$ cat config.mk
export PLATFORM = sky130hd
export DESIGN_NAME = pdrf_queue
export DESIGN_NICKNAME = d
export VERILOG_FILES = /design/src/sv/pdrf_pkg.sv /design/src/sv/pdrf_queue.sv
export SDC_FILE = /design/constraint.sdc
export NUM_CORES = 1
export LEC_CHECK = 0
export BUFFER_PORTS_ARGS = -buffer_cell sky130_fd_sc_hd__buf_2
export CAP_MARGIN = 20
export CELL_PAD_IN_SITES_DETAIL_PLACEMENT = 0
export CELL_PAD_IN_SITES_GLOBAL_PLACEMENT = 1
export CORE_MARGIN = 3
export CORE_UTILIZATION = 45
export CTS_BUF_LIST = sky130_fd_sc_hd__clkbuf_2
export CTS_CLUSTER_SIZE = 14
export DETAILED_ROUTE_END_ITERATION = 6
export PLACE_DENSITY_LB_ADDON = 0.3
export SYNTH_ARGS = -nofsm -noshare
export SYNTH_HDL_FRONTEND = slang
export SYNTH_SLANG_ARGS = --single-unit
$ cat constraint.sdc
create_clock -name clk -period 2.55 [get_ports clk]
set_input_delay 0.255 -clock clk [delete_from_list [all_inputs] [get_ports clk]]
set_output_delay 0.255 -clock clk [all_outputs]
set_load 0.01 [all_outputs]
$ cat src/sv/pdrf_pkg.sv
`default_nettype none
package pdrf_pkg;

  localparam int COLUMNS = 128;
  localparam int PAGES   = 8;
  localparam int ROWS    = PAGES * 8;
  localparam int CHUNK   = 32;
  localparam int DEPTH   = PAGES * COLUMNS;

  // input and output field widths
  localparam int X_W   = 7;
  localparam int Y_W   = 6;
  localparam int LEN_W = 8;
  localparam int H_W   = 7;
  localparam int CNT_W = 6;
  localparam int WORD_W = 64;

  // internal widths
  localparam int CL_W     = 9;   // column clamp arithmetic, holds COLUMNS
  localparam int RW_W     = 8;   // row arithmetic, holds ROWS
  localparam int PAGE_W   = (PAGES > 1) ? $clog2(PAGES) : 1;
  localparam int CIDX_W   = $clog2(COLUMNS);
  localparam int ADDR_W   = $clog2(DEPTH);
  localparam int IDX_W    = $clog2(CHUNK);
  localparam int CHUNK_BW = CHUNK * 8;

  // command bytes
  localparam logic [7:0] CMD_PAGE  = 8'hB0;
  localparam logic [7:0] CMD_COLHI = 8'h10;
  localparam logic [7:0] NIB_MASK  = 8'h0F;
  localparam logic [7:0] FULL_MASK = 8'hFF;
  localparam logic [CNT_W-1:0] CMD_LEN = CNT_W'(3);

  typedef struct packed {
    logic [PAGE_W-1:0] page;
    logic [X_W-1:0]    col;
    logic [LEN_W-1:0]  len;
    logic [7:0]        mask;
    logic              last;
  } job_t;

  typedef struct packed {
    logic valid;
    job_t job;
  } push_t;

endpackage
`default_nettype wire

$ cat src/sv/pdrf_queue.sv
`default_nettype none
module pdrf_queue (
  input  wire logic           clk,
  input  wire logic           rst_n,
  input  wire pdrf_pkg::push_t push,
  output logic                full,
  input  wire logic           pop,
  output pdrf_pkg::job_t      pop_job,
  output logic                empty
);
  import pdrf_pkg::*;

  job_t       slot_r [2];
  logic       wp_r, rp_r;
  logic [1:0] cnt_r;

  assign full    = (cnt_r == 2'd2);
  assign empty   = (cnt_r == 2'd0);
  assign pop_job = slot_r[rp_r];

  always_ff @(posedge clk) begin
    if (!rst_n) begin
      wp_r  <= 1'b0;
      rp_r  <= 1'b0;
      cnt_r <= 2'd0;
    end else begin
      if (push.valid) begin
        wp_r <= !wp_r;
      end
      if (pop) begin
        rp_r <= !rp_r;
      end
      unique case ({push.valid, pop})
        2'b10:   cnt_r <= cnt_r + 2'd1;
        2'b01:   cnt_r <= cnt_r - 2'd1;
        default: cnt_r <= cnt_r;
      endcase
    end
    if (push.valid) begin
      slot_r[wp_r] <= push.job;
    end
  end

endmodule
`default_nettype wire

# [Word-level counts from Yosys, hierarchy flattened]
# Memories as Yosys holds them, arrays and structs flattened. A register that Yosys moved wholly into a read port is not among the register bits.
# Index checks and enable logic that the tools add are counted.
[totals] out_inout_bits=29 ff_bits=4 memories=1 inputBits=31 elab_cells=18 ramBits=54
[memory_table] name="slot_r" depth=2 width=27 rd=1 rd_ports_with_merged_regs=1 write_ports=1 line="pdrf_queue.sv:13" rtl="job_t slot_r [2];"
[classes] eq_ne=3 n_reduce_logical=4 add_sub_neg=2 mux=5
[op_table] operator="$eq A2 B2 Y1 const B" count=2
[op_table] operator="$mux W1" count=4
[op_table] operator="$pmux W2 S2" count=1
[op_table] operator="$add A2 B1 Y2 const B" count=1
[op_table] operator="$eq A2 B1 Y1 const B" count=1
[op_table] operator="$logic_not A1 Y1" count=2
[op_table] operator="$logic_not A2 Y1" count=1
[op_table] operator="$reduce_bool A2 Y1" count=1
[op_table] operator="$sub A2 B1 Y2 const B" count=1

# [Depth between registers and ports, before layout]
# Gate-level depths: netlist of run 1.
[logic_depth] ltp_word=3 depth_mapped=5 depth_no_buf=5

# [Worst setup path before layout of run 1]
# Ideal clock, no wire load.
[synth_timing] path_kind="flip-flop to flip-flop" from="register wp_r" to="memory slot_r[0][0] (netlist bit) (enable)" period_less_slack_ps=1903 arrival_time_ps=1490 setup_time_ps=413 path_buffers=0 required_time_ps=2137 path_stages_with_launch=2 slack_ps=647 cell_sequence="dfxtp_1 > nor2_1"
[synth_rtl] element="start: declaration" line="pdrf_queue.sv:14" rtl="logic wp_r, rp_r;"
[synth_rtl] element="start signal: assignment" line="pdrf_queue.sv:28" rtl="wp_r <= !wp_r;"
[synth_rtl] element="end: declaration" line="pdrf_queue.sv:13"
# Straight into the memory's write port.

==> results of run 1 <==
==> worst max-delay path, cell delays in order, from the launching register on <==
cell and delay [ns]:
dfxtp_1 0.54, buf_4 0.29, mux2_2 0.36, buf_2 0.14
==> worst max-delay path by stage <==
| stage | from | end | slack, ns | cells after the start |
|---|---|---|---|---|
| global route | flip-flop | pop_job[8] | 0.37 | 3 |
| global placement | flip-flop | pop_job[14] | 1.03 | 3 |
| floorplan | wp_r$_SDFFE_PN0P_ | slot_r[0][0]$_DFFE_PP_ | 0.65 | 1 |
| detailed placement | flip-flop | pop_job[12] | 1.00 | 3 |
| finish | flip-flop | pop_job[7] | 0.53 | 3 |
| CTS | flip-flop | pop_job[12] | 0.45 | 3 |
==> state kept, by name (all words and copies together) (netlist names), named ones only <==
name / cells
wp_r: 1
slot_r: 54
rp_r: 1
cnt_r: 2
==> per-layer routing <==
metal | routed length [um] | track usage [%] | vias up
met5 | 0 | 0 | -
met4 | 74 | 9.90 | 0
met3 | 186 | 4.81 | 8
met2 | 2010 | 24.8 | 38
met1 | 1560 | 15.8 | 605
li1 | - | - | 603
==> what timing repair did <==
item	CTS	global route
endpoints found under the hold margin	54	0
buffers inserted	0	0
hold buffers	27	0
==> report_power, final <==
| part | internal (mW) | switching (mW) | leakage [nW] |
|---|---|---|---|
| Sequential | 1.11 | 0.0197 | 0.548 |
| Clock | 0.141 | 0.307 | 0.0657 |
| Combinational | 0.142 | 0.114 | 0.524 |
==> synth_stat cells <==
master     n
buf_4      1
ha_1       1
buf_2      2
xnor2_1    2
o21ai_0    1
or3_1      1
and2_1     4
a21boi_1   1
nor2_1     2
dfxtp_1    5
inv_1      1
nor2b_1    1
xor2_1     1
and2b_2    1
mux2_2    27
o21a_1     1
edfxtp_1  54
==> stage by stage <==
step / power (mW) / std cells / utilization [%]
after floorplan: 1.28 / 106 / -
after global placement: 1.38 / 219 / 56.4
after detailed placement: 1.38 / 219 / 56.4
after CTS: 1.86 / 262 / 64.2
after global routing: 1.93 / 262 / 64.2
final: 1.84 / 262 / 64.2
==> area by class of cell <==
type	count	area share, %
repair buffers	91	20.8
clock inverters	3	0.519
well taps	52	2.25
inverters	1	0.130
flip-flops and latches	59	59.5
clock buffers	13	2.25
multi-input cells	43	14.5
==> kinds of logic after synthesis <==
family	share of synthesized area [%]
DFF	79.7
muxes	14.1
and+or+nand+nor	2.49
buffers and inverters	0.985
AOI/OAI and AO/OA	0.927
xor gates and xnor gates	1.22
adders and majority gates	0.579
==> impl_metrics.tcl, run 1 <==
set metrics [dict create \
    status "finished clean" \
    fin_worst_skew_ns 0.00431 \
    synth_top_area_share_pct 75.1 \
    portBuffers 59 \
    setup_tns_ns 0 \
    area_growth_pct 34.0 \
    antenna_left 0 \
    diodes 0 \
    rr_endpoint "slot_r[0][19]$_DFFE_PP_" \
    synth_area_leaders "edfxtp_1, mux2_2, dfxtp_1, and2_1, xnor2_1" \
    post_cts_resized 0 \
    mostFrequentLayoutCell "buf_2" \
    setup_slack_ns 0.527 \
    drt-total-wl_um 3830 \
    drive_gt1_share_pct 51.9 \
    row_count 24 \
    nNetsFinal 237 \
    cts_buffer_depth 2 \
    post-route-period-util_pct 79.3 \
    reg2reg_depth 2 \
    multi_input_area_sq_um 419 \
    max_cap_viol_count 0 \
    critPathLaunchType "flip-flop" \
    register_area_sq_mm 0.00172 \
    post_drt_wl_per_cell_um 14.6 \
    cp-end-kind "output port" \
    io_pins 60 \
    yosys_warnings 0 \
    path_max_fanout 13 \
    synth_seq_cells 59 \
    design_area_sq_mm 0.00289 \
    powerDensity_mw_per_mm2 635 \
    path_clk_slew_ns 0.14 \
    cts.htree.levels 3 \
    gp_congestion 0.636 \
    syn-num-nets 138 \
    ys_seq_area_share_pct 79.7 \
    die_area_sq_mm 0.00567 \
    fp.dieW_um 75.3 \
    cts_buffers 9 \
    hpwl_um 2490 \
    critical_path_class "reg -> out" \
    cp_data_required_time_ns 2.30 \
    grt_use_total_pct 14.8 \
    viasPerCell 4.79 \
    synth_top_area_cell "edfxtp_1" \
    floorplan.initialDensity_pct 47.9 \
    final_cell_mix "buf_2, edfxtp_1, mux2_2, dlygate4sd3_1, clkbuf_2" \
    rsz0062_at_grt "false" \
    coreArea_sq_mm 0.00450 \
    synthCells 106 \
    cts_sinks 59 \
    clock.fmax_mhz 494 \
    drc 0 \
    relSlewSlack_pct 75.2 \
    worst_slew_pin_slew_ns 0.372 \
    hp-start "rst_n" \
    antenna_found_initial 0 \
    whs_path_depth 2 \
    vias 1254 \
    power_leakage_nw 1.14 \
    fill_cells 330 \
    drv_slew 0 \
    grt_pass1_wl_um 5840 \
    hold_viol_final 0 \
    setup_viol 0 \
    crit_arrival_ns 1.77 \
    post-place-ws_ns 1.00 \
    synth_cell_types 17 \
    cts_tree "yes" \
    drtIter0Drc 70 \
    dpl_cell_area_sq_mm 0.00254 \
    grt_pass1_vias 1314 \
    peakVddDrop_v 0.000322 \
    holdWs_ns 0.0611 \
    hold_path.class "in -> reg" \
    cts_root_buffer "clkbuf_2" \
    fp.dieH_um 75.3 \
    grt-ovfl-total 0 \
    grt_max_degree 29 \
    syn-cell-area_sq_mm 0.00216 \
    avgSynthCellArea_sq_um 20.4 \
    firstDrtPassIters 4 \
    min_period_ns 2.02 \
    clkLatencyLatePin_ns 0.44 \
    worstReg2RegStart "wp_r$_SDFFE_PN0P_" \
    r2r_slack_ns 1.43 \
]
No activity file was read; power rests on OpenSTA's default activity.
==> run 2: changes to the inputs <==
==> constraint.sdc (replaced) <==
create_clock -name clk -period 2.05 [get_ports clk]
set_input_delay 0.205 -clock clk [delete_from_list [all_inputs] [get_ports clk]]
set_output_delay 0.205 -clock clk [all_outputs]
set_load 0.01 [all_outputs]
==> run 2 against run 1 <==
  * Sequential share of layout area shrank 0.19 points
  * Largest cell class unchanged
  * Final cell count shrank 0.38%
  * Cell area grew 0.39%
  * Worst setup slack lost 0.31 ns
  * Global-route usage grew 0.26 points
  * Sequential power grew 25%
  * Critical path depth is the same
  * Via count grew 0.24%
  * Largest power group unchanged
  * Non-clock buffer count grew 1
  * Combinational power grew 27%
  * First-iteration DRC count grew 14%
==> impl_metrics.tcl, run 2 (synthesized netlist as in run 1, its figures left out) <==
set metrics [dict create \
    antenna_found_initial 0 \
    drc 0 \
    cp-end-kind "output port" \
    coreArea_sq_mm 0.00450 \
    grt_use_total_pct 15.0 \
    critPathLaunchType "flip-flop" \
    cts.htree.levels 3 \
    powerDensity_mw_per_mm2 768 \
    nNetsFinal 238 \
    drtIter0Drc 80 \
    power_leakage_nw 1.13 \
    path_clk_slew_ns 0.14 \
    post-cts-setup-buffers 0 \
    cp_data_required_time_ns 1.85 \
    hold_path.class "in -> reg" \
    row_count 24 \
    grt_pass1_vias 1349 \
    viasPerCell 4.82 \
    grt-ovfl-total 0 \
    largest_reg_flops 54 \
    reg2reg_depth 2 \
    grt_pass1_wl_um 5950 \
    grt_max_degree 29 \
    setup_tns_ns 0 \
    crit_arrival_ns 1.63 \
    whs_path_depth 3 \
    post-route-period-util_pct 89.3 \
    hpwl_um 2520 \
    dpl_cell_area_sq_mm 0.00255 \
    drive_gt1_share_pct 50.7 \
    final_cell_mix "buf_2, edfxtp_1, dlygate4sd3_1" \
    fin_worst_skew_ns 0.00932 \
    clock.fmax_mhz 546 \
    path_max_fanout 8 \
    rsz0062_at_grt "false" \
    vias 1257 \
    antenna_left 0 \
    drv_slew 0 \
    design_area_sq_mm 0.00290 \
    cts_sinks 59 \
    gp_congestion 0.647 \
    status "finished clean" \
    setup_viol 0 \
    cts_root_buffer "clkbuf_2" \
    portBuffers 59 \
    fp.dieH_um 75.3 \
    critical_path_class "reg -> out" \
    reg_top3 "slot_r (54), cnt_r (2)" \
    cts_tree "yes" \
    io_pins 60 \
    clkLatencyLatePin_ns 0.44 \
    min_period_ns 1.83 \
    hold_viol_final 0 \
    mostFrequentLayoutCell "buf_2" \
    diodes 0 \
    max_cap_viol_count 0 \
    worst_slew_pin_slew_ns 0.358 \
    firstDrtPassIters 4 \
    die_area_sq_mm 0.00567 \
    relSlewSlack_pct 76.1 \
    peakVddDrop_v 0.000484 \
    top_register "slot_r" \
    area_growth_pct 34.5 \
    cts_buffers 9 \
    floorplan.initialDensity_pct 47.9 \
    post_drt_wl_per_cell_um 14.3 \
    fp.dieW_um 75.3 \
    cts_buffer_depth 2 \
    drt-total-wl_um 3730 \
]
==> run 2: changes by cell type in the layout (fill, tap and decap cells not counted) <==
cell	change
dfxtp_1	-1
buf_4	-1
dlygate4sd3_1	+1
dfxtp_2	+1
clkinv_1	+2
clkbuf_2	-4
buf_12	+1
==> run 2: critical path, cell delays in order (launching register included) <==
cell     delay [ns]
dfxtp_2        0.48
buf_4          0.21
mux2_2         0.35
buf_2          0.14
==> run 2: per-layer routing <==
layer | track usage [%] | share of wire (%)
met1 | 16.7 | 40
met2 | 25.0 | 53
met3 | 6.41 | 5.9
met4 | 6.99 | 0.94
met5 | 0 | 0
==> run 2: repair_timing <==
item                                   4_1_cts  5_1_grt
setup endpoints to repair                    0       20
hold buffers                                28        0
endpoints found under the hold margin       59        0
gates resized for setup                      0        1
==> run 2: final timing paths <==
kind | startpoint | end | slack [ns]
hold / removal | pop | flip-flop | 0.1
setup / recovery | flip-flop | pop_job[1] | 0.22
hold reg to reg | cnt_r[1]$_SDFFE_PN0P_ | cnt_r[1]$_SDFFE_PN0P_ | 0.54
setup reg to reg | wp_r$_SDFFE_PN0P_ | slot_r[0][23]$_DFFE_PP_ | 0.93
==> run 2: cell type report <==
cell class              count  area [sq um]
well taps                  52          65.1
clock buffers               9          45.0
flip-flops and latches     59          1720
clock inverters             5          22.5
multi-input cells          43           419
repair buffers             92           626
inverters                   1          3.75
fillers                   330          1600
==> run 2: per-stage QoR <==
| stage | cells | setup slack (ns) | utilization [%] | power (mW) | hold WS, ns |
|---|---|---|---|---|---|
| finish | 261 | 0.219 | 64.5 | 2.23 | 0.0995 |
| global route | 261 | 0.0724 | 64.5 | 2.35 | 0.0359 |
| CTS | 261 | 0.00287 | 64.4 | 2.27 | 0.0622 |
| detailed placement | 219 | 0.538 | 56.7 | 1.73 | 0.397 |
| global placement | 219 | 0.604 | 56.7 | 1.71 | 0.392 |
| floorplan | 106 | 0.147 | - | 1.59 | 0.304 |
==> run 2: power breakdown <==
group,total [mW],switching (mW),internal [mW],leakage (nW)
Combinational,0.324,0.142,0.182,0.532
Clock,0.494,0.361,0.133,0.0522
Sequential,1.41,0.0260,1.38,0.549
