File: src/sv/pdrf_pkg.sv
`default_nettype none
package pdrf_pkg;

  localparam int COLUMNS = 128;
  localparam int PAGES   = 8;
  localparam int ROWS    = PAGES * 8;
  localparam int CHUNK   = 32;
  localparam int DEPTH   = PAGES * COLUMNS;

  // input and output field widths
  localparam int X_W   = 7;
  localparam int Y_W   = 6;
  localparam int LEN_W = 8;
  localparam int H_W   = 7;
  localparam int CNT_W = 6;
  localparam int WORD_W = 64;

  // internal widths
  localparam int CL_W     = 9;   // column clamp arithmetic, holds COLUMNS
  localparam int RW_W     = 8;   // row arithmetic, holds ROWS
  localparam int PAGE_W   = (PAGES > 1) ? $clog2(PAGES) : 1;
  localparam int CIDX_W   = $clog2(COLUMNS);
  localparam int ADDR_W   = $clog2(DEPTH);
  localparam int IDX_W    = $clog2(CHUNK);
  localparam int CHUNK_BW = CHUNK * 8;

  // command bytes
  localparam logic [7:0] CMD_PAGE  = 8'hB0;
  localparam logic [7:0] CMD_COLHI = 8'h10;
  localparam logic [7:0] NIB_MASK  = 8'h0F;
  localparam logic [7:0] FULL_MASK = 8'hFF;
  localparam logic [CNT_W-1:0] CMD_LEN = CNT_W'(3);

  typedef struct packed {
    logic [PAGE_W-1:0] page;
    logic [X_W-1:0]    col;
    logic [LEN_W-1:0]  len;
    logic [7:0]        mask;
    logic              last;
  } job_t;

  typedef struct packed {
    logic valid;
    job_t job;
  } push_t;

endpackage
`default_nettype wire

File: src/sv/pdrf_if.sv
`default_nettype none
interface pdrf_in_if;
  import pdrf_pkg::*;
  logic             valid;
  logic             ready;
  logic [X_W-1:0]   col_start;
  logic [Y_W-1:0]   row_start;
  logic [LEN_W-1:0] col_count;
  logic [H_W-1:0]   row_count;

  modport source (output valid, col_start, row_start, col_count, row_count, input ready);
  modport sink   (input valid, col_start, row_start, col_count, row_count, output ready);
endinterface

`default_nettype wire

File: src/sv/pdrf_front.sv
`default_nettype none
module pdrf_front (
  input  wire logic          clk,
  input  wire logic          rst_n,
  pdrf_in_if.sink            in_ch,
  input  wire logic          store_ready,
  input  wire logic          q_full,
  output pdrf_pkg::push_t    push
);
  import pdrf_pkg::*;

  logic              busy_r, busy_nxt;
  logic [X_W-1:0]    x_r, x_nxt;
  logic [LEN_W-1:0]  len_r, len_nxt;
  logic [RW_W-1:0]   top_r, top_nxt;
  logic [RW_W-1:0]   bot_r, bot_nxt;
  logic [PAGE_W-1:0] page_r, page_nxt;

  logic [CL_W-1:0]   x9, room, len9, lenc;
  logic [RW_W-1:0]   y8, hroom, h8, hc;
  logic              accept, keep;
  logic [PAGE_W-1:0] first_pg, last_pg;
  logic [2:0]        lo, hi;
  logic              is_last;

  assign in_ch.ready = !busy_r && store_ready;
  assign accept = in_ch.valid && in_ch.ready;

  always_comb begin
    x9    = CL_W'(in_ch.col_start);
    len9  = CL_W'(in_ch.col_count);
    room  = CL_W'(COLUMNS) - x9;
    lenc  = (len9 > room) ? room : len9;
    y8    = RW_W'(in_ch.row_start);
    h8    = RW_W'(in_ch.row_count);
    hroom = RW_W'(ROWS) - y8;
    hc    = (h8 > hroom) ? hroom : h8;
    keep  = (x9 < CL_W'(COLUMNS)) && (y8 < RW_W'(ROWS)) &&
            (lenc != '0) && (hc != '0);
  end

  // row mask and queue push of the current page
  always_comb begin
    first_pg = PAGE_W'(top_r >> 3);
    last_pg  = PAGE_W'(bot_r >> 3);
    is_last  = (page_r == last_pg);
    lo       = (page_r == first_pg) ? top_r[2:0] : 3'd0;
    hi       = is_last ? bot_r[2:0] : 3'd7;
    push.valid    = busy_r && !q_full;
    push.job.page = page_r;
    push.job.col  = x_r;
    push.job.len  = len_r;
    push.job.mask = (FULL_MASK << lo) & (FULL_MASK >> (3'd7 - hi));
    push.job.last = is_last;
  end

  always_comb begin
    busy_nxt = busy_r;
    x_nxt    = x_r;
    len_nxt  = len_r;
    top_nxt  = top_r;
    bot_nxt  = bot_r;
    page_nxt = page_r;
    if (accept && keep) begin
      busy_nxt = 1'b1;
      x_nxt    = in_ch.col_start;
      len_nxt  = LEN_W'(lenc);
      top_nxt  = y8;
      bot_nxt  = y8 + hc - RW_W'(1);
      page_nxt = PAGE_W'(y8 >> 3);
    end else if (push.valid) begin
      page_nxt = page_r + PAGE_W'(1);
      if (is_last) begin
        busy_nxt = 1'b0;
      end
    end
  end

  always_ff @(posedge clk) begin
    if (!rst_n) begin
      busy_r <= 1'b0;
    end else begin
      busy_r <= busy_nxt;
    end
    x_r    <= x_nxt;
    len_r  <= len_nxt;
    top_r  <= top_nxt;
    bot_r  <= bot_nxt;
    page_r <= page_nxt;
  end

endmodule
`default_nettype wire

File: src/flat_wrapper.sv
// flat-port wrapper written by rule: the top's interface ports become plain ports
module pdrf_front_flat import pdrf_pkg::*;
  (clk, rst_n, store_ready, q_full, push, in_ch_valid, in_ch_col_start, in_ch_row_start, in_ch_col_count, in_ch_row_count, in_ch_ready);
  pdrf_in_if in_ch_i ();
  input  wire logic clk;
  input  wire logic rst_n;
  input  wire logic store_ready;
  input  wire logic q_full;
  output pdrf_pkg::push_t push;
  input wire logic [$bits(in_ch_i.valid)-1:0] in_ch_valid;
  input wire logic [$bits(in_ch_i.col_start)-1:0] in_ch_col_start;
  input wire logic [$bits(in_ch_i.row_start)-1:0] in_ch_row_start;
  input wire logic [$bits(in_ch_i.col_count)-1:0] in_ch_col_count;
  input wire logic [$bits(in_ch_i.row_count)-1:0] in_ch_row_count;
  output wire logic [$bits(in_ch_i.ready)-1:0] in_ch_ready;
  assign in_ch_i.valid = in_ch_valid;
  assign in_ch_i.col_start = in_ch_col_start;
  assign in_ch_i.row_start = in_ch_row_start;
  assign in_ch_i.col_count = in_ch_col_count;
  assign in_ch_i.row_count = in_ch_row_count;
  assign in_ch_ready = in_ch_i.ready;
  pdrf_front u_core (.clk(clk), .rst_n(rst_n), .in_ch(in_ch_i), .store_ready(store_ready), .q_full(q_full), .push(push));
endmodule
File: config.mk
export PLATFORM = sky130hd
export DESIGN_NAME = pdrf_front_flat
export DESIGN_NICKNAME = d
export VERILOG_FILES = /design/src/sv/pdrf_pkg.sv /design/src/sv/pdrf_if.sv /design/src/sv/pdrf_front.sv /design/src/flat_wrapper.sv
export SDC_FILE = /design/constraint.sdc
export NUM_CORES = 1
export LEC_CHECK = 0
export BUFFER_PORTS_ARGS = -buffer_cell sky130_fd_sc_hd__buf_2
export CORE_ASPECT_RATIO = 1.75
export CORE_MARGIN = 5
export CORE_UTILIZATION = 40
export DETAILED_ROUTE_END_ITERATION = 7
export PLACE_DENSITY = 0.65
export SYNTH_ARGS = -nofsm -noshare
export SYNTH_HDL_FRONTEND = slang
export SYNTH_SLANG_ARGS = --single-unit
File: constraint.sdc
create_clock -name clk -period 10.3 [get_ports clk]
set_input_delay 2.06 -clock clk [delete_from_list [all_inputs] [get_ports clk]]
set_output_delay 2.06 -clock clk [all_outputs]
set_load 0.02 [all_outputs]
Word-level counts from Yosys, hierarchy flattened. Index checks and enable logic that the tools add are counted.

Register bits: 31. Latch bits: 0. Bits in writable memories: 0. Memory bits (read-only): 0. Input port bits: 33. Output and inout bits: 29. Memories: 0.

Add/sub/neg operators: 6. Multipliers: 0. Div/mod/pow operators: 0. Magnitude comparators: 2. Equal/unequal tests: 2. Shift-type cells: 2. Muxes and demuxes: 9. Bitwise gates (word level): 1. Reduce and logical (&&, ||, !) cells: 12.

Operator list (number): $mux W3 (4); $gt A8 B9 Y1 (1); $mux W9 (1); $reduce_bool A9 Y1 (1); $sub A8 B7 Y9 const A (1); $and A8 B8 Y8 (1); $gt A7 B8 Y1 (1); $mux W8 (1); $reduce_bool A8 Y1 (1); $shl A8 B3 Y8 const A (1); $shr A8 B3 Y8 const A (1); $sub A7 B6 Y8 const A (1); $add A6 B6 Y6 (1); $eq A3 B3 Y1 (2); $sub A6 B1 Y6 const B (1); $logic_and A1 B1 Y1 (5); $reduce_bool A2 Y1 (2); $add A3 B1 Y3 const B (1); $mux W1 (3); $sub A3 B3 Y3 const A (1); $logic_not A1 Y1 (2); $reduce_and A2 Y1 (1).

Longest topological paths before layout. Gate-level depths: netlist of run 1.

Depth in word-level cells: 8. Mapped depth: 21. Depth with buffers taken out: 21.

Least setup slack after synthesis of run 1. Ideal clock, no wire load.

Path type: input to register. Start: in in_ch_row_start[0]. End: reg u_core.bot_r[5] (data pin). Library setup time: 260 ps. Arrival time: 5597 ps. Slack: 4443 ps. Stages on the path: 16. Path buffers: 0. Cell sequence: inv_1 > ha_1 > or3b_1 > or3_1 > ha_1 > and3_1 > o2111ai_1 > a21oi_2 > mux2_2 > ha_1 > fa_1 > inv_1 > a21o_1 > a21oi_1 > xnor2_1 > xnor2_1.

Cells in the longest elaborated chain, start to end: 5.

Ends and longest elaborated chain: start: declaration (line flat_wrapper.sv:12) `input wire logic [$bits(in_ch_i.row_start)-1:0] in_ch_row_start;`; $sub A7 B6 Y8 (line pdrf_front.sv:36) `hroom = RW_W'(ROWS) - y8;`; $gt A7 B8 Y1 (line pdrf_front.sv:37) `hc = (h8 > hroom) ? hroom : h8;`; $mux W8 (line pdrf_front.sv:37); $add A6 B6 Y6 * (line pdrf_front.sv:69) `bot_nxt = y8 + hc - RW_W'(1);`; $sub A6 B1 Y6 * (line pdrf_front.sv:69); end signal: assignment (line pdrf_front.sv:88) `bot_r <= bot_nxt;`; end: declaration (line pdrf_front.sv:16) `logic [RW_W-1:0] bot_r, bot_nxt;`.

Every way passes the cells marked *; elsewhere a longest branch is shown, timed or not. A chain may end at the register's enable or synchronous reset.

Worst setup path in the final report of run 1. Ends and elaborated chain as after synthesis.

==> results of run 1 <==
[sequential cells by signal (all words and copies together) (netlist names)]
name,count
u_core.len_r,8
u_core.x_r,7
u_core.bot_r,6
u_core.top_r,6
u_core.page_r,3
u_core.busy_r,1
[cell usage after synthesis (all sizes together) (4+ instances only)]
library cell and n:
mux2i 5, xor2 7, nand2b 4, a21oi 12
nand4 4, a21o 5, edfxtp 30, nor4 5
nor2b 4, nor3 7, o21ai 13, clkbuf 4
xnor2 12, inv 31, nand2 12, mux2 4
ha 27, nor2 7
[power by group through the flow]
stage / Combinational, W / Sequential, W / Clock [W]
5_1_grt: 0.000138 / 0.000160 / 0.0000980
4_1_cts: 0.000125 / 0.000159 / 0.0000929
6_report: 0.000122 / 0.000159 / 0.0000900
3_3_place_gp: 0.000121 / 0.000161 / 0
2_1_floorplan: 0.0000829 / 0.000166 / 0
3_5_place_dp: 0.000124 / 0.000162 / 0
[routing by layer]
layer,global-route usage (%),vias up,share of wire (%)
met1,13.6,899,33
li1,-,962,-
met3,3.10,15,5.9
met5,0,-,0
met4,9.03,0,4.6
met2,28.0,57,56
[final timing paths]
kind                                     end  slack (ns)  depth (start not counted)
hold reg to reg   u_core.busy_r$_SDFFE_PN0P_        0.50                          2
hold / removal    u_core.busy_r$_SDFFE_PN0P_        0.50                          2
setup reg to reg     u_core.x_r[0]$_DFFE_PP_        8.17                          4
setup / recovery   u_core.bot_r[5]$_DFFE_PP_        4.26                         20
[worst max-delay path, cell delays in order]
cell                        delay (ns)
sky130_fd_sc_hd__buf_2            0.13
sky130_fd_sc_hd__inv_1            0.10
sky130_fd_sc_hd__ha_1             0.19
sky130_fd_sc_hd__or3b_1           0.40
sky130_fd_sc_hd__or3_1            0.34
sky130_fd_sc_hd__ha_1             0.34
sky130_fd_sc_hd__and3_1           0.22
sky130_fd_sc_hd__o2111ai_1        0.13
sky130_fd_sc_hd__a21oi_2          0.47
sky130_fd_sc_hd__mux2i_1          0.27
sky130_fd_sc_hd__ha_1             0.25
sky130_fd_sc_hd__inv_1            0.06
sky130_fd_sc_hd__ha_1             0.17
sky130_fd_sc_hd__inv_1            0.06
sky130_fd_sc_hd__fa_1             0.39
sky130_fd_sc_hd__inv_1            0.07
sky130_fd_sc_hd__a21o_1           0.10
sky130_fd_sc_hd__a21oi_1          0.07
sky130_fd_sc_hd__xnor2_1          0.13
sky130_fd_sc_hd__xnor2_1          0.12
[cell usage in the layout, fill, tap and decap left out, drive strengths merged, types with 4 or more instances in the layout]
master	netlist	layout
buf	1	61
ha	27	27
mux2i	5	5
nand2	12	12
mux2	4	4
nor2	7	7
edfxtp	30	30
nand4	4	4
nand2b	4	4
a21oi	12	12
o21ai	13	13
nor2b	4	4
nor4	5	5
a21o	5	5
xor2	7	7
inv	31	31
xnor2	12	12
clkbuf	4	6
nor3	7	7
[cell families (layout without fill, tap and decap cells)]
family / count (synthesis) / count (layout) / synth area share, %
buffers and inverters: 36 / 100 / 5.95
flip-flops: 31 / 31 / 38.4
AO/OA/AOI/OAI: 49 / 49 / 15.8
XOR/XNOR: 19 / 19 / 6.94
AND/OR/NAND/NOR: 59 / 59 / 14.0
multiplexers: 9 / 9 / 3.97
adder cells (fa/ha/maj): 28 / 28 / 14.9
[through the flow]
step	setup WS (ns)	total power [W]	utilization, %
2_1_floorplan	4.44	0.000249	-
3_3_place_gp	4.07	0.000282	47.2
3_5_place_dp	3.92	0.000286	47.2
4_1_cts	4.23	0.000376	48.6
5_1_grt	3.99	0.000396	48.6
6_report	4.26	0.000371	48.6
[layout make-up]
class                   instances  area [um2]
flip-flops and latches         31         921
repair buffers                 61         305
multi-input cells             164        1330
well taps                      78        97.6
inverters                      31         116
fillers                       574        3020
clock inverters                 2        12.5
clock buffers                   6        72.6
==> out/results.env, run 1 <==
SYNTH.TOP_CELLS.BY_AREA='sky130_fd_sc_hd__edfxtp_1 (38%), sky130_fd_sc_hd__ha_1 (14%), sky130_fd_sc_hd__inv_1 (4.9%)'
GRT_MAX_DEGREE=28
YOSYS.AREA.TOP_TYPE='sky130_fd_sc_hd__edfxtp_1'
MAX-CAP-VIOLATIONS=0
PLACEABLECOREAREA_UM2=5880
DIODES=0
AREA_SHARE_OF_THE_LARGEST_CELL_TYPE_AFTER_SYNTHESIS_PCT=37.6
SETUP_REPAIR_AFTER_GLOBAL_ROUTING_MISSED_ITS_MARGIN='no'
SWITCHING_POWER_W=0.000120
CTS.REPAIR_TIMING.SETUP_BUFFER_COUNT=0
ARR_TIME_CRIT_PATH_NS=6.08
YS_WARN_COUNT=0
SYNTH_ENABLE_FLOP_CELLS=30
ROUTED_WL_UM=5410
ROUTED_WIRE_LENGTH_PER_INSTANCE_UM=14.5
SLEW_HEADROOM_PCT=33.5
CLOCK_POWER_SHARE_PCT=24.3
NUMBER_OF_REMAINING_DRC_ERRORS=0
FLOORPLAN.DIE.WIDTH_UM=68.5
CLOCK-SKEW-FINAL_NS=0.00612
CTS_TREE='built'
DETAILED_PLACE_HPWL_UM=4590
BUFFER_PORTS.INSERTED=61
MIN_PATH_TYPE='reg -> reg'
TRITONCTS_NUM_SINKS=31
STDCELL_COUNT=373
CTSHOLDBUFFERS=0
R2R_START='u_core.busy_r$_SDFFE_PN0P_'
DOMINANTREGCELLSYNTH='sky130_fd_sc_hd__edfxtp_1'
POWER_DENSITY_nW_PER_UM2=130
PROPORTION_OF_SYNTHESIZED_CHIP_AREA_IN_SEQUENTIAL_CELLS_PCT=38.4
MAX_SLEW.WORST_PIN.SLEW_NS=0.996
PERIOD_MINUS_SLACK_NS=6.04
VDD.IR_DROP.WORST_uV=59.7
HOLD_VIOL_FINAL=0
SETUP.WORST_PATH.CLASS='in -> reg'
FINAL_MIN_PERIOD_OVER_CLOCK_PERIOD_PCT=58.7
CLOCK_TREE.HTREE_LEVEL_COUNT=2
SEQ_POWER_SHARE_PCT=42.8
GRT.TOTAL_USAGE_PCT=14.9
DRIVE_GT1_SHARE_PCT=28.8
SYNTHDISTINCTLIBCELLS=51
CLK-INSERTION-DELAY-LATE_NS=0.28
CTS-RESIZED-GATES=0
PLACED_CELLS_INCL_TAPS=365
SLEW_VIOL_FINAL=0
GLOBALROUTEOVERFLOWTOTAL=0
DIE_HEIGHT_UM=112
NUMCTSBUFFERS=5
SYN_TO_FINAL_GROWTH_PCT=19.3
ASYNC_RESET_FF_SHARE_PCT=0
CTS_ROOT_BUF='sky130_fd_sc_hd__clkbuf_8'
DRTPASS1ITERATIONS=4
TIMING.CRITICAL_PATH.TO_TYPE='register'
VIAS_PER_CELL=5.18
FINALHOLDWORSTSLACK_NS=0.499
SYNTH.FF_LATCH_COUNT=31
POST_SYN_NETS=292
CELL_AREA_REPORTED_AFTER_DETAILED_PLACEMENT_UM2=2770
SYN_AREA_UM2=2400
CP_MAX_FO=8
SYNTHESIS.AREA_PER_INSTANCE_UM2=10.4
LAYOUT.NETS=355
COMB_POWER_SHARE_PCT=33.0
SYNTH_CELLS=231
FINALINSTANCEAREA_UM2=2860
POWER.LEAKAGE_nW=1.29
GRT_ANTENNA_BEFORE_REPAIR=0
CTS.CLK_SLEW.WORST_PATHS_NS=0.06
POWER.SHARE.SWITCHING_PCT=32.2
STARTPOINT_OF_THE_TIGHTEST_HOLD_CHECK_PATH='u_core.busy_r$_SDFFE_PN0P_'
FMAXACHIEVABLE_MHz=165
STARTING_DENSITY_OF_THE_CORE_PCT=40.8
VIAS_POST_DR=1933
POWER.INTERNAL_W=0.000252
GLOBAL_ROUTE_WIRE_LENGTH_BEFORE_REPAIR_UM=8540
PLACE.GP.CONGESTION=0.846
DIE_AREA_UM2=7700
GRT_PASS1_VIAS=1915
IO_PINS=62
CRIT_START='in_ch_row_start[0]'
SETUP_TOTAL_NEGATIVE_SLACK_NS=0
DRT_FIRST_ITER_VIOLATIONS=75
PLACEMENTROWS=37
START_KIND='input pin'
ANTENNA_VIOLATING_NETS_POST_ROUTE=0
CLOCKBUFFERDEPTH=2
FINALSETUPVIOLATIONS=0
REQUIRED_NS=10.33
OUTCOME='complete, no violations'
Note: power is estimated with default switching activity, not from simulation.
==> run 2, diff against run 1 <==
--- a/config.mk
+++ b/config.mk
@@ -5,6 +5,7 @@
 export SDC_FILE = /design/constraint.sdc
 export NUM_CORES = 1
 export LEC_CHECK = 0
+export ABC_AREA = 1
 export BUFFER_PORTS_ARGS = -buffer_cell sky130_fd_sc_hd__buf_2
 export CORE_ASPECT_RATIO = 1.75
 export CORE_MARGIN = 5
==> constraint.sdc (replaced) <==
create_clock -name clk -period 6.23 [get_ports clk]
set_input_delay 1.246 -clock clk [delete_from_list [all_inputs] [get_ports clk]]
set_output_delay 1.246 -clock clk [all_outputs]
set_load 0.02 [all_outputs]
==> run 2 against run 1 <==
  * Clock-buffer cell count down 1
  * Routed wire length is 2.7% lower
  * Highest routed layer unchanged
  * Largest cell class unchanged
  * First-iteration DRC count shrank 20%
==> out/results.env, run 2 <==
YS_WARN_COUNT=0  # unchanged
FMAXACHIEVABLE_MHz=227
DIODES=0  # unchanged
CTS.CLK_SLEW.WORST_PATHS_NS=0.07  # about the same
POWER_DENSITY_nW_PER_UM2=220  # +69%
GLOBALROUTEOVERFLOWTOTAL=0  # unchanged
CLOCK_TREE.HTREE_LEVEL_COUNT=2  # unchanged
GRT_PASS1_VIAS=1980  # +3.4%
SYNTH.TOP_CELLS.BY_AREA='sky130_fd_sc_hd__edfxtp_1 (36%), sky130_fd_sc_hd__ha_1 (13%), sky130_fd_sc_hd__nand2_1 (10%)'
CP_MAX_FO=8  # unchanged
SYN_TO_FINAL_GROWTH_PCT=20.3
TIMING.CRITICAL_PATH.SLOWEST_CELL_DELAY_NS=0.39  # -0.08 ns
CLOCK-SKEW-FINAL_NS=0.0111  # +0.00498 ns
CRIT_PATH_CELL_TRACE='buf_2 > inv_1 > ha_1 > nand4_1 > ha_1 > and3_1 > nand2_1 > nand2_2 > nand2_4 > nand2_1 > nand2_1 > ha_1 > inv_1 > ha_1 > inv_1 > fa_1 > o21ai_0 > xor2_1 > xor2_1 > inv_1'
GRT_ANTENNA_BEFORE_REPAIR=0  # unchanged
ROUTED_WL_UM=5270  # -2.7%
MIN_PATH_TYPE='reg -> reg'
REQUIRED_NS=6.26  # -4.07 ns
GRT_MAX_DEGREE=28  # unchanged
POWER.LEAKAGE_nW=1.60  # +24%
NUMCTSBUFFERS=5  # unchanged
MAX_SLEW.WORST_PIN.SLEW_NS=0.973  # -0.0234 ns
STARTING_DENSITY_OF_THE_CORE_PCT=40.7  # -0.11 points
GLOBAL_ROUTE_WIRE_LENGTH_BEFORE_REPAIR_UM=8580  # +0.40%
TIMING.CRITICAL_PATH.TO_TYPE='register'
CLOCKBUFFERDEPTH=2  # unchanged
CTS_TREE='built'
DETAILED_PLACE_HPWL_UM=4670  # +1.7%
FINALSETUPVIOLATIONS=0  # unchanged
YOSYS.CELL_COUNT.TOP_TYPE='sky130_fd_sc_hd__nand2_1'
SETUP_REPAIR_AFTER_GLOBAL_ROUTING_MISSED_ITS_MARGIN='no'
FINAL_COMMON_CELL='sky130_fd_sc_hd__nand2_1'
SLEW_HEADROOM_PCT=35.1  # +1.6 points
SYNTHDISTINCTLIBCELLS=29  # -43%
SYN_AREA_UM2=2510  # +4.9%
CELL_AREA_REPORTED_AFTER_DETAILED_PLACEMENT_UM2=2910  # +5.0%
ASYNC_RESET_FF_SHARE_PCT=0  # unchanged
CTS.REPAIR_TIMING.SETUP_BUFFER_COUNT=0  # unchanged
VDD.IR_DROP.WORST_uV=75.4  # +26%
LAYOUT.NETS=430  # +21%
SYNTHTOPCELLSBYCOUNT='sky130_fd_sc_hd__nand2_1 (70), sky130_fd_sc_hd__inv_1 (67), sky130_fd_sc_hd__edfxtp_1 (30), sky130_fd_sc_hd__ha_1 (27), sky130_fd_sc_hd__nand3_1 (20)'
ROUTED_WIRE_LENGTH_PER_INSTANCE_UM=11.7  # -19%
DIE_HEIGHT_UM=115  # +2.2%
IO_PINS=62  # unchanged
PLACEMENTROWS=38  # +2.7%
MOST-COMMON-LAYOUT-CELLS='sky130_fd_sc_hd__nand2_1 (70), sky130_fd_sc_hd__inv_1 (67), sky130_fd_sc_hd__buf_2 (61), sky130_fd_sc_hd__edfxtp_1 (30), sky130_fd_sc_hd__ha_1 (27)'
PLACE.GP.CONGESTION=0.882  # +4.2%
PERIOD_MINUS_SLACK_NS=4.40
DOMINANTREGCELLSYNTH='sky130_fd_sc_hd__edfxtp_1'
BIGGESTREGSBYFLOPS='u_core.len_r x8, u_core.x_r x7'
POST_SYN_NETS=363  # +24%
PROPORTION_OF_SYNTHESIZED_CHIP_AREA_IN_SEQUENTIAL_CELLS_PCT=36.6  # -1.8 points
FINALINSTANCEAREA_UM2=3020  # +5.8%
SYNTH.FF_LATCH_COUNT=31  # unchanged
FINALHOLDWORSTSLACK_NS=0.515  # +0.0163 ns
FINAL_MIN_PERIOD_OVER_CLOCK_PERIOD_PCT=70.6
SYNTH_ENABLE_FLOP_CELLS=30  # unchanged
FINALPOWER_W=0.000665  # +79%
FLOORPLAN.DIE.WIDTH_UM=69.9  # +2.1%
ANTENNA_VIOLATING_NETS_POST_ROUTE=0  # unchanged
PLACEABLECOREAREA_UM2=6180  # +5.1%
CLK-INSERTION-DELAY-LATE_NS=0.28  # about the same
CRIT_SLOWEST_CELL='sky130_fd_sc_hd__fa_1'
BUFFER_PORTS.INSERTED=61  # unchanged
MAX-CAP-VIOLATIONS=0  # unchanged
DRIVE_GT1_SHARE_PCT=24.9  # -3.9 points
SETUP.WORST_PATH.CLASS='in -> reg'
SYNTH_CELLS=302  # +31%
CTS_ROOT_BUF='sky130_fd_sc_hd__clkbuf_8'
SYNTHESIS.AREA_PER_INSTANCE_UM2=8.32  # -20%
VIAS_POST_DR=2096  # +8.4%
START_KIND='input pin'
YOSYS.AREA.TOP_TYPE='sky130_fd_sc_hd__edfxtp_1'
NFILLCELLS=641  # +12%
OUTCOME='complete, no violations'
SETUP_TOTAL_NEGATIVE_SLACK_NS=0  # unchanged
LARGEST-REGISTER='u_core.len_r'
SLEW_VIOL_FINAL=0  # unchanged
VIAS_PER_CELL=4.66  # -10%
DRT_FIRST_ITER_VIOLATIONS=60  # -20%
ARR_TIME_CRIT_PATH_NS=4.43  # -1.65 ns
NUMBER_OF_REMAINING_DRC_ERRORS=0  # unchanged
NUMBER_OF_FLIP_FLOPS_IN_THE_LARGEST_REGISTER=8  # unchanged
DIE_AREA_UM2=8030  # +4.3%
TRITONCTS_NUM_SINKS=31  # unchanged
AREA_SHARE_OF_THE_LARGEST_CELL_TYPE_AFTER_SYNTHESIS_PCT=35.8  # -1.7 points
GRT.TOTAL_USAGE_PCT=13.4  # -1.6 points
HOLD_VIOL_FINAL=0  # unchanged
CTS-RESIZED-GATES=0  # unchanged
CTSHOLDBUFFERS=0  # unchanged
DRTPASS1ITERATIONS=4  # unchanged
[run 2: cell types whose count changed after synthesis, moves of 6 or more]
| cell | previous run | this run |
|---|---|---|
| sky130_fd_sc_hd__nor3_1 | 7 | 1 |
| sky130_fd_sc_hd__nand2_1 | 12 | 70 |
| sky130_fd_sc_hd__inv_1 | 31 | 67 |
| sky130_fd_sc_hd__nand3_1 | 3 | 20 |
| sky130_fd_sc_hd__a21oi_1 | 11 | 5 |
| sky130_fd_sc_hd__nor2_1 | 7 | 19 |
[run 2: power breakdown]
group	internal, W	switching (W)
sequential	0.000254	0.00000751
clock	0.000119	0.0000716
combinational	0.0000805	0.000133
[run 2: worst paths after layout]
kind	startpoint	to	slack, ns	depth (start not counted)
worst min register to register	u_core.busy_r$_SDFFE_PN0P_	u_core.busy_r$_SDFFE_PN0P_	0.52	2
worst max-delay path	in_ch_row_start[0]	u_core.bot_r[5]$_DFFE_PP_	1.83	20
worst max register to register	u_core.busy_r$_SDFFE_PN0P_	u_core.top_r[1]$_DFFE_PP_	4.30	4
worst min-delay path	u_core.busy_r$_SDFFE_PN0P_	u_core.busy_r$_SDFFE_PN0P_	0.52	2
[run 2: cells by family (layout without fill, tap and decap cells)]
kind of cell,count (synthesis),count (layout),share of synthesized area [%]
AND/OR/NAND/NOR,136,136,27.8
buffers and inverters,70,138,10.6
flip-flops,31,31,36.6
adder cells (fa/ha/maj),28,28,14.2
XOR/XNOR,19,19,6.62
AO/OA/AOI/OAI,18,18,4.13
[run 2: area by class of cell]
class / count / area, um2 / share of cell area [%]
tap: 80 / 100 / 3.31
timing repair buffer: 61 / 305 / 10.1
clock inverter: 3 / 43.8 / 1.45
clock buffer: 5 / 68.8 / 2.28
inverter: 69 / 259 / 8.56
sequential: 31 / 921 / 30.5
multi-input combinational: 201 / 1330 / 43.9
[run 2: metal layers]
metal	routed length (um)	vias to the layer above	track usage (%)
met5	0	-	0
met4	196	0	8.44
met3	275	16	2.19
met2	2730	61	23.9
met1	2070	929	14.5
li1	-	1090	-
[run 2: critical path: cells and delay by family]
family          cells  cell delay, ns
buf+inv             5            0.41
simple gates        7            0.82
compound gates      1            0.23
fa+ha+maj           5            1.38
xor+xnor            2            0.34
[run 2: through the flow]
step                instances  setup slack (ns)  util [%]
global placement          442              1.63      47.1
floorplan                 302              1.93         -
global route              450              1.51      48.9
CTS                       450              1.83      48.9
finish                    450              1.83      48.9
detailed placement        442              1.53      47.1
==> run 3, diff against run 2 <==
--- a/config.mk
+++ b/config.mk
@@ -5,13 +5,13 @@
 export SDC_FILE = /design/constraint.sdc
 export NUM_CORES = 1
 export LEC_CHECK = 0
-export ABC_AREA = 1
+export ABC_AREA = 0
 export BUFFER_PORTS_ARGS = -buffer_cell sky130_fd_sc_hd__buf_2
 export CORE_ASPECT_RATIO = 1.75
 export CORE_MARGIN = 5
 export CORE_UTILIZATION = 40
 export DETAILED_ROUTE_END_ITERATION = 7
-export PLACE_DENSITY = 0.65
+export PLACE_DENSITY = 0.68
 export SYNTH_ARGS = -nofsm -noshare
 export SYNTH_HDL_FRONTEND = slang
 export SYNTH_SLANG_ARGS = --single-unit
==> constraint.sdc (replaced) <==
create_clock -name clk -period 3.8 [get_ports clk]
set_input_delay 0.76 -clock clk [delete_from_list [all_inputs] [get_ports clk]]
set_output_delay 0.76 -clock clk [all_outputs]
set_load 0.02 [all_outputs]
==> run 3 against run 2 <==
  * The flow now finishes with violations (setup timing)
  * Worst setup slack worse by 2.2 ns
  * Sequential power up 64%
  * Final cell count down 7.8%
  * Critical endpoint unchanged
  * Largest power group is now combinational logic
  * Highest routed layer unchanged
==> out/results.env, run 3 (synthesis results as in run 1) <==
GLOBALROUTEMET3UTIL_PCT=3.70  # +1.5 points
POWER.LEAKAGE_nW=1.53  # -4.5%
PLACEMENTROWS=37  # -2.6%
BUFFER_PORTS.INSERTED=61  # unchanged
FINAL_COMMON_CELL='sky130_fd_sc_hd__buf_2'
ARR_TIME_CRIT_PATH_NS=4.25  # -0.18 ns
CLK-INSERTION-DELAY-LATE_NS=0.29  # about the same
REQUIRED_NS=3.83  # -2.43 ns
DIE_AREA_UM2=7700  # -4.1%
GRT_ANTENNA_BEFORE_REPAIR=0  # unchanged
CTS_TREE='built'
SETUP_REPAIR_AFTER_GLOBAL_ROUTING_MISSED_ITS_MARGIN='yes'
DETAILED_PLACE_HPWL_UM=4940  # +6.0%
DIE_HEIGHT_UM=112  # -2.1%
SLEW_HEADROOM_PCT=59.5  # +24 points
WORST_R2R_PATH_DEPTH=5  # +1
FINALPOWER_W=0.00111  # +67%
GRT.TOTAL_USAGE_PCT=16.4  # +3.1 points
FLOORPLAN.DIE.WIDTH_UM=68.5  # -2.0%
VIAS_PER_CELL=5.07  # +8.7%
FINAL_MIN_PERIOD_OVER_CLOCK_PERIOD_PCT=111
VIOLATIONS='setup timing'
FINALSETUPVIOLATIONS=4  # +4
VDD.IR_DROP.WORST_uV=147  # +95%
DRTPASS1ITERATIONS=4  # unchanged
PLACEABLECOREAREA_UM2=5880  # -4.9%
NUMBER_OF_REMAINING_DRC_ERRORS=0  # unchanged
CRITICAL_PATH.MOST_COMMON_CELL='sky130_fd_sc_hd__buf_4'
VIAS_POST_DR=2102  # +0.29%
FMAXACHIEVABLE_MHz=237
CLOCK_TREE.HTREE_LEVEL_COUNT=2  # unchanged
STARTING_DENSITY_OF_THE_CORE_PCT=40.8  # +0.11 points
ROUTED_WL_UM=5970  # +13%
TIMING.CRITICAL_PATH.SLOWEST_CELL_DELAY_NS=0.31  # -0.08 ns
STDCELL_COUNT=415  # -7.8%
GLOBALROUTEOVERFLOWTOTAL=0  # unchanged
SYN_TO_FINAL_GROWTH_PCT=40.2
LARGEST-REGISTER='u_core.len_r'
FINAL_CRITICAL_PATH_SETUP_SLACK_NS=-0.416  # -2.25 ns
SLEW_VIOL_FINAL=0  # unchanged
BIGGESTREGSBYFLOPS='u_core.len_r x8, u_core.x_r x7'
ROUTED_WIRE_LENGTH_PER_INSTANCE_UM=14.4  # +23%
IO_PINS=62  # unchanged
CLOCK-SKEW-FINAL_NS=0.00349  # -0.00761 ns
TIMING.CRITICAL_PATH.TO='u_core.bot_r[5]$_DFFE_PP_'
ANTENNA_VIOLATING_NETS_POST_ROUTE=0  # unchanged
TRITONCTS_NUM_SINKS=31  # unchanged
CTS.CLK_SLEW.WORST_PATHS_NS=0.06  # about the same
DIODES=0  # unchanged
CP_MAX_FO=5  # -3
DRT_FIRST_ITER_VIOLATIONS=92  # +53%
PLACE.GP.CONGESTION=0.908  # +3.0%
SETUP.WORST_PATH.CLASS='in -> reg'
PLACED_CELLS_INCL_TAPS=399  # -9.7%
GLOBAL_ROUTE.PEAK_USAGE_LAYER='met2'
HOLD_VIOL_FINAL=0  # unchanged
CRIT_PATH_CELL_TRACE='buf_8 > buf_4 > nor3_1 > buf_4 > and3_1 > xor2_1 > ha_1 > a21o_1 > a221oi_4 > a21oi_4 > buf_4 > buf_4 > mux2i_1 > ha_1 > inv_1 > ha_1 > a21o_1 > a21oi_2 > xnor2_1 > xnor2_1'
GRT.MET1_USAGE_PCT=13.4  # -1.1 points
MIN_PATH_TYPE='reg -> reg'
MAX_SLEW.WORST_PIN.SLEW_NS=0.602  # -0.371 ns
POST-ROUTE-UTIL_PCT=57.2  # +8.2 points
CRIT_SLOWEST_CELL='sky130_fd_sc_hd__a221oi_4'
TIMING.RR.END='u_core.len_r[1]$_DFFE_PP_'
CTS_ROOT_BUF='sky130_fd_sc_hd__clkbuf_8'
PERIOD_MINUS_SLACK_NS=4.22
NUMBER_OF_FLIP_FLOPS_IN_THE_LARGEST_REGISTER=8  # unchanged
NUMCTSBUFFERS=5  # unchanged
USE_MET2_PCT=31.8  # +8.0 points
START_KIND='input pin'
CTSHOLDBUFFERS=0  # unchanged
GRT_PASS1_VIAS=2193  # +11%
REG2REG_SETUP_SLACK_NS=2.25  # -2.05 ns
GRT_MAX_DEGREE=15  # -46%
R2R_START='u_core.busy_r$_SDFFE_PN0P_'
TIMING.CRITICAL_PATH.TO_TYPE='register'
CRIT_START='in_ch_row_start[0]'
POWER_DENSITY_nW_PER_UM2=331  # +50%
DRIVE_GT1_SHARE_PCT=43.0  # +18 points
LAYOUT.NETS=398  # -7.4%
MAX-CAP-VIOLATIONS=0  # unchanged
CLOCKBUFFERDEPTH=2  # unchanged
GLOBAL_ROUTE_WIRE_LENGTH_BEFORE_REPAIR_UM=9310  # +8.5%
OUTCOME='finished with violations'
MOST-COMMON-LAYOUT-CELLS='sky130_fd_sc_hd__buf_2 (59), sky130_fd_sc_hd__buf_4 (41), sky130_fd_sc_hd__edfxtp_1 (30), sky130_fd_sc_hd__inv_1 (27), sky130_fd_sc_hd__ha_1 (23)'
-- run 3: changes by cell type in the layout (fill, tap and decap cells not counted), sizes merged, moves of 6 or more --
cell,delta
nor2,-18
inv,-39
nand3,-20
buf,+43
nor3,+6
nand2,-66
-- run 3: final cells by class --
cell class                 count  area, um2
clock buffer                   5       68.8
clock inverter                 2       8.76
inverter                      31        141
multi-input combinational    164       1460
sequential                    31        921
fill                         520       2520
tap                           78       97.6
timing repair buffer         104        661
-- run 3: worst min path at each step --
stage	start	endpoint	slack (ns)	cells past startpoint
after floorplan	u_core.busy_r$_SDFFE_PN0P_	u_core.busy_r$_SDFFE_PN0P_	0.46	2
after global placement	u_core.busy_r$_SDFFE_PN0P_	u_core.busy_r$_SDFFE_PN0P_	0.48	2
after detailed placement	u_core.busy_r$_SDFFE_PN0P_	u_core.busy_r$_SDFFE_PN0P_	0.49	2
after CTS	u_core.busy_r$_SDFFE_PN0P_	u_core.busy_r$_SDFFE_PN0P_	0.50	2
after global routing	u_core.busy_r$_SDFFE_PN0P_	u_core.busy_r$_SDFFE_PN0P_	0.53	2
final	u_core.busy_r$_SDFFE_PN0P_	u_core.busy_r$_SDFFE_PN0P_	0.50	2
-- run 3: report_power, final --
group | switching (W) | leakage, nW | internal [W] | total, W
clock network | 0.000123 | 0.0414 | 0.000122 | 0.000244
registers | 0.0000136 | 0.289 | 0.000416 | 0.000429
logic | 0.000227 | 1.20 | 0.000210 | 0.000438
total | 0.000364 | 1.53 | 0.000748 | 0.00111
-- run 3: worst max-delay path: cells and delay by family --
kind | cells | cell delay, ns
buffers and inverters | 6 | 0.75
AND/OR/NAND/NOR | 2 | 0.34
multiplexers | 1 | 0.12
XOR/XNOR | 3 | 0.43
AO/OA/AOI/OAI | 5 | 0.95
adder cells (fa/ha/maj) | 3 | 0.90
-- run 3: through the flow --
step	hold slack [ns]	setup WS [ns]	instance area, um2	setup TNS [ns]
after floorplan	0.461	-0.531	2510	-1.29
after global placement	0.483	-0.714	3140	-2.71
after detailed placement	0.488	-0.812	3140	-4.47
after CTS	0.499	-0.420	3330	-1.08
after global routing	0.532	-0.569	3360	-1.39
final	0.496	-0.416	3360	-0.973
-- run 3: what timing repair did --
item,in CTS,in global routing
pin swaps,10,10
gates resized for setup,12,6
setup buffers,8,3
setup endpoints to repair,4,4
-- run 3: layer usage --
| metal | routed length (um) | vias to the layer above | part of all wire [%] |
|---|---|---|---|
| met3 | 351 | 18 | 5.9 |
| met5 | 0 | - | 0 |
| met4 | 301 | 0 | 5.0 |
| li1 | - | 1051 | - |
| met2 | 3490 | 62 | 58 |
| met1 | 1830 | 971 | 31 |
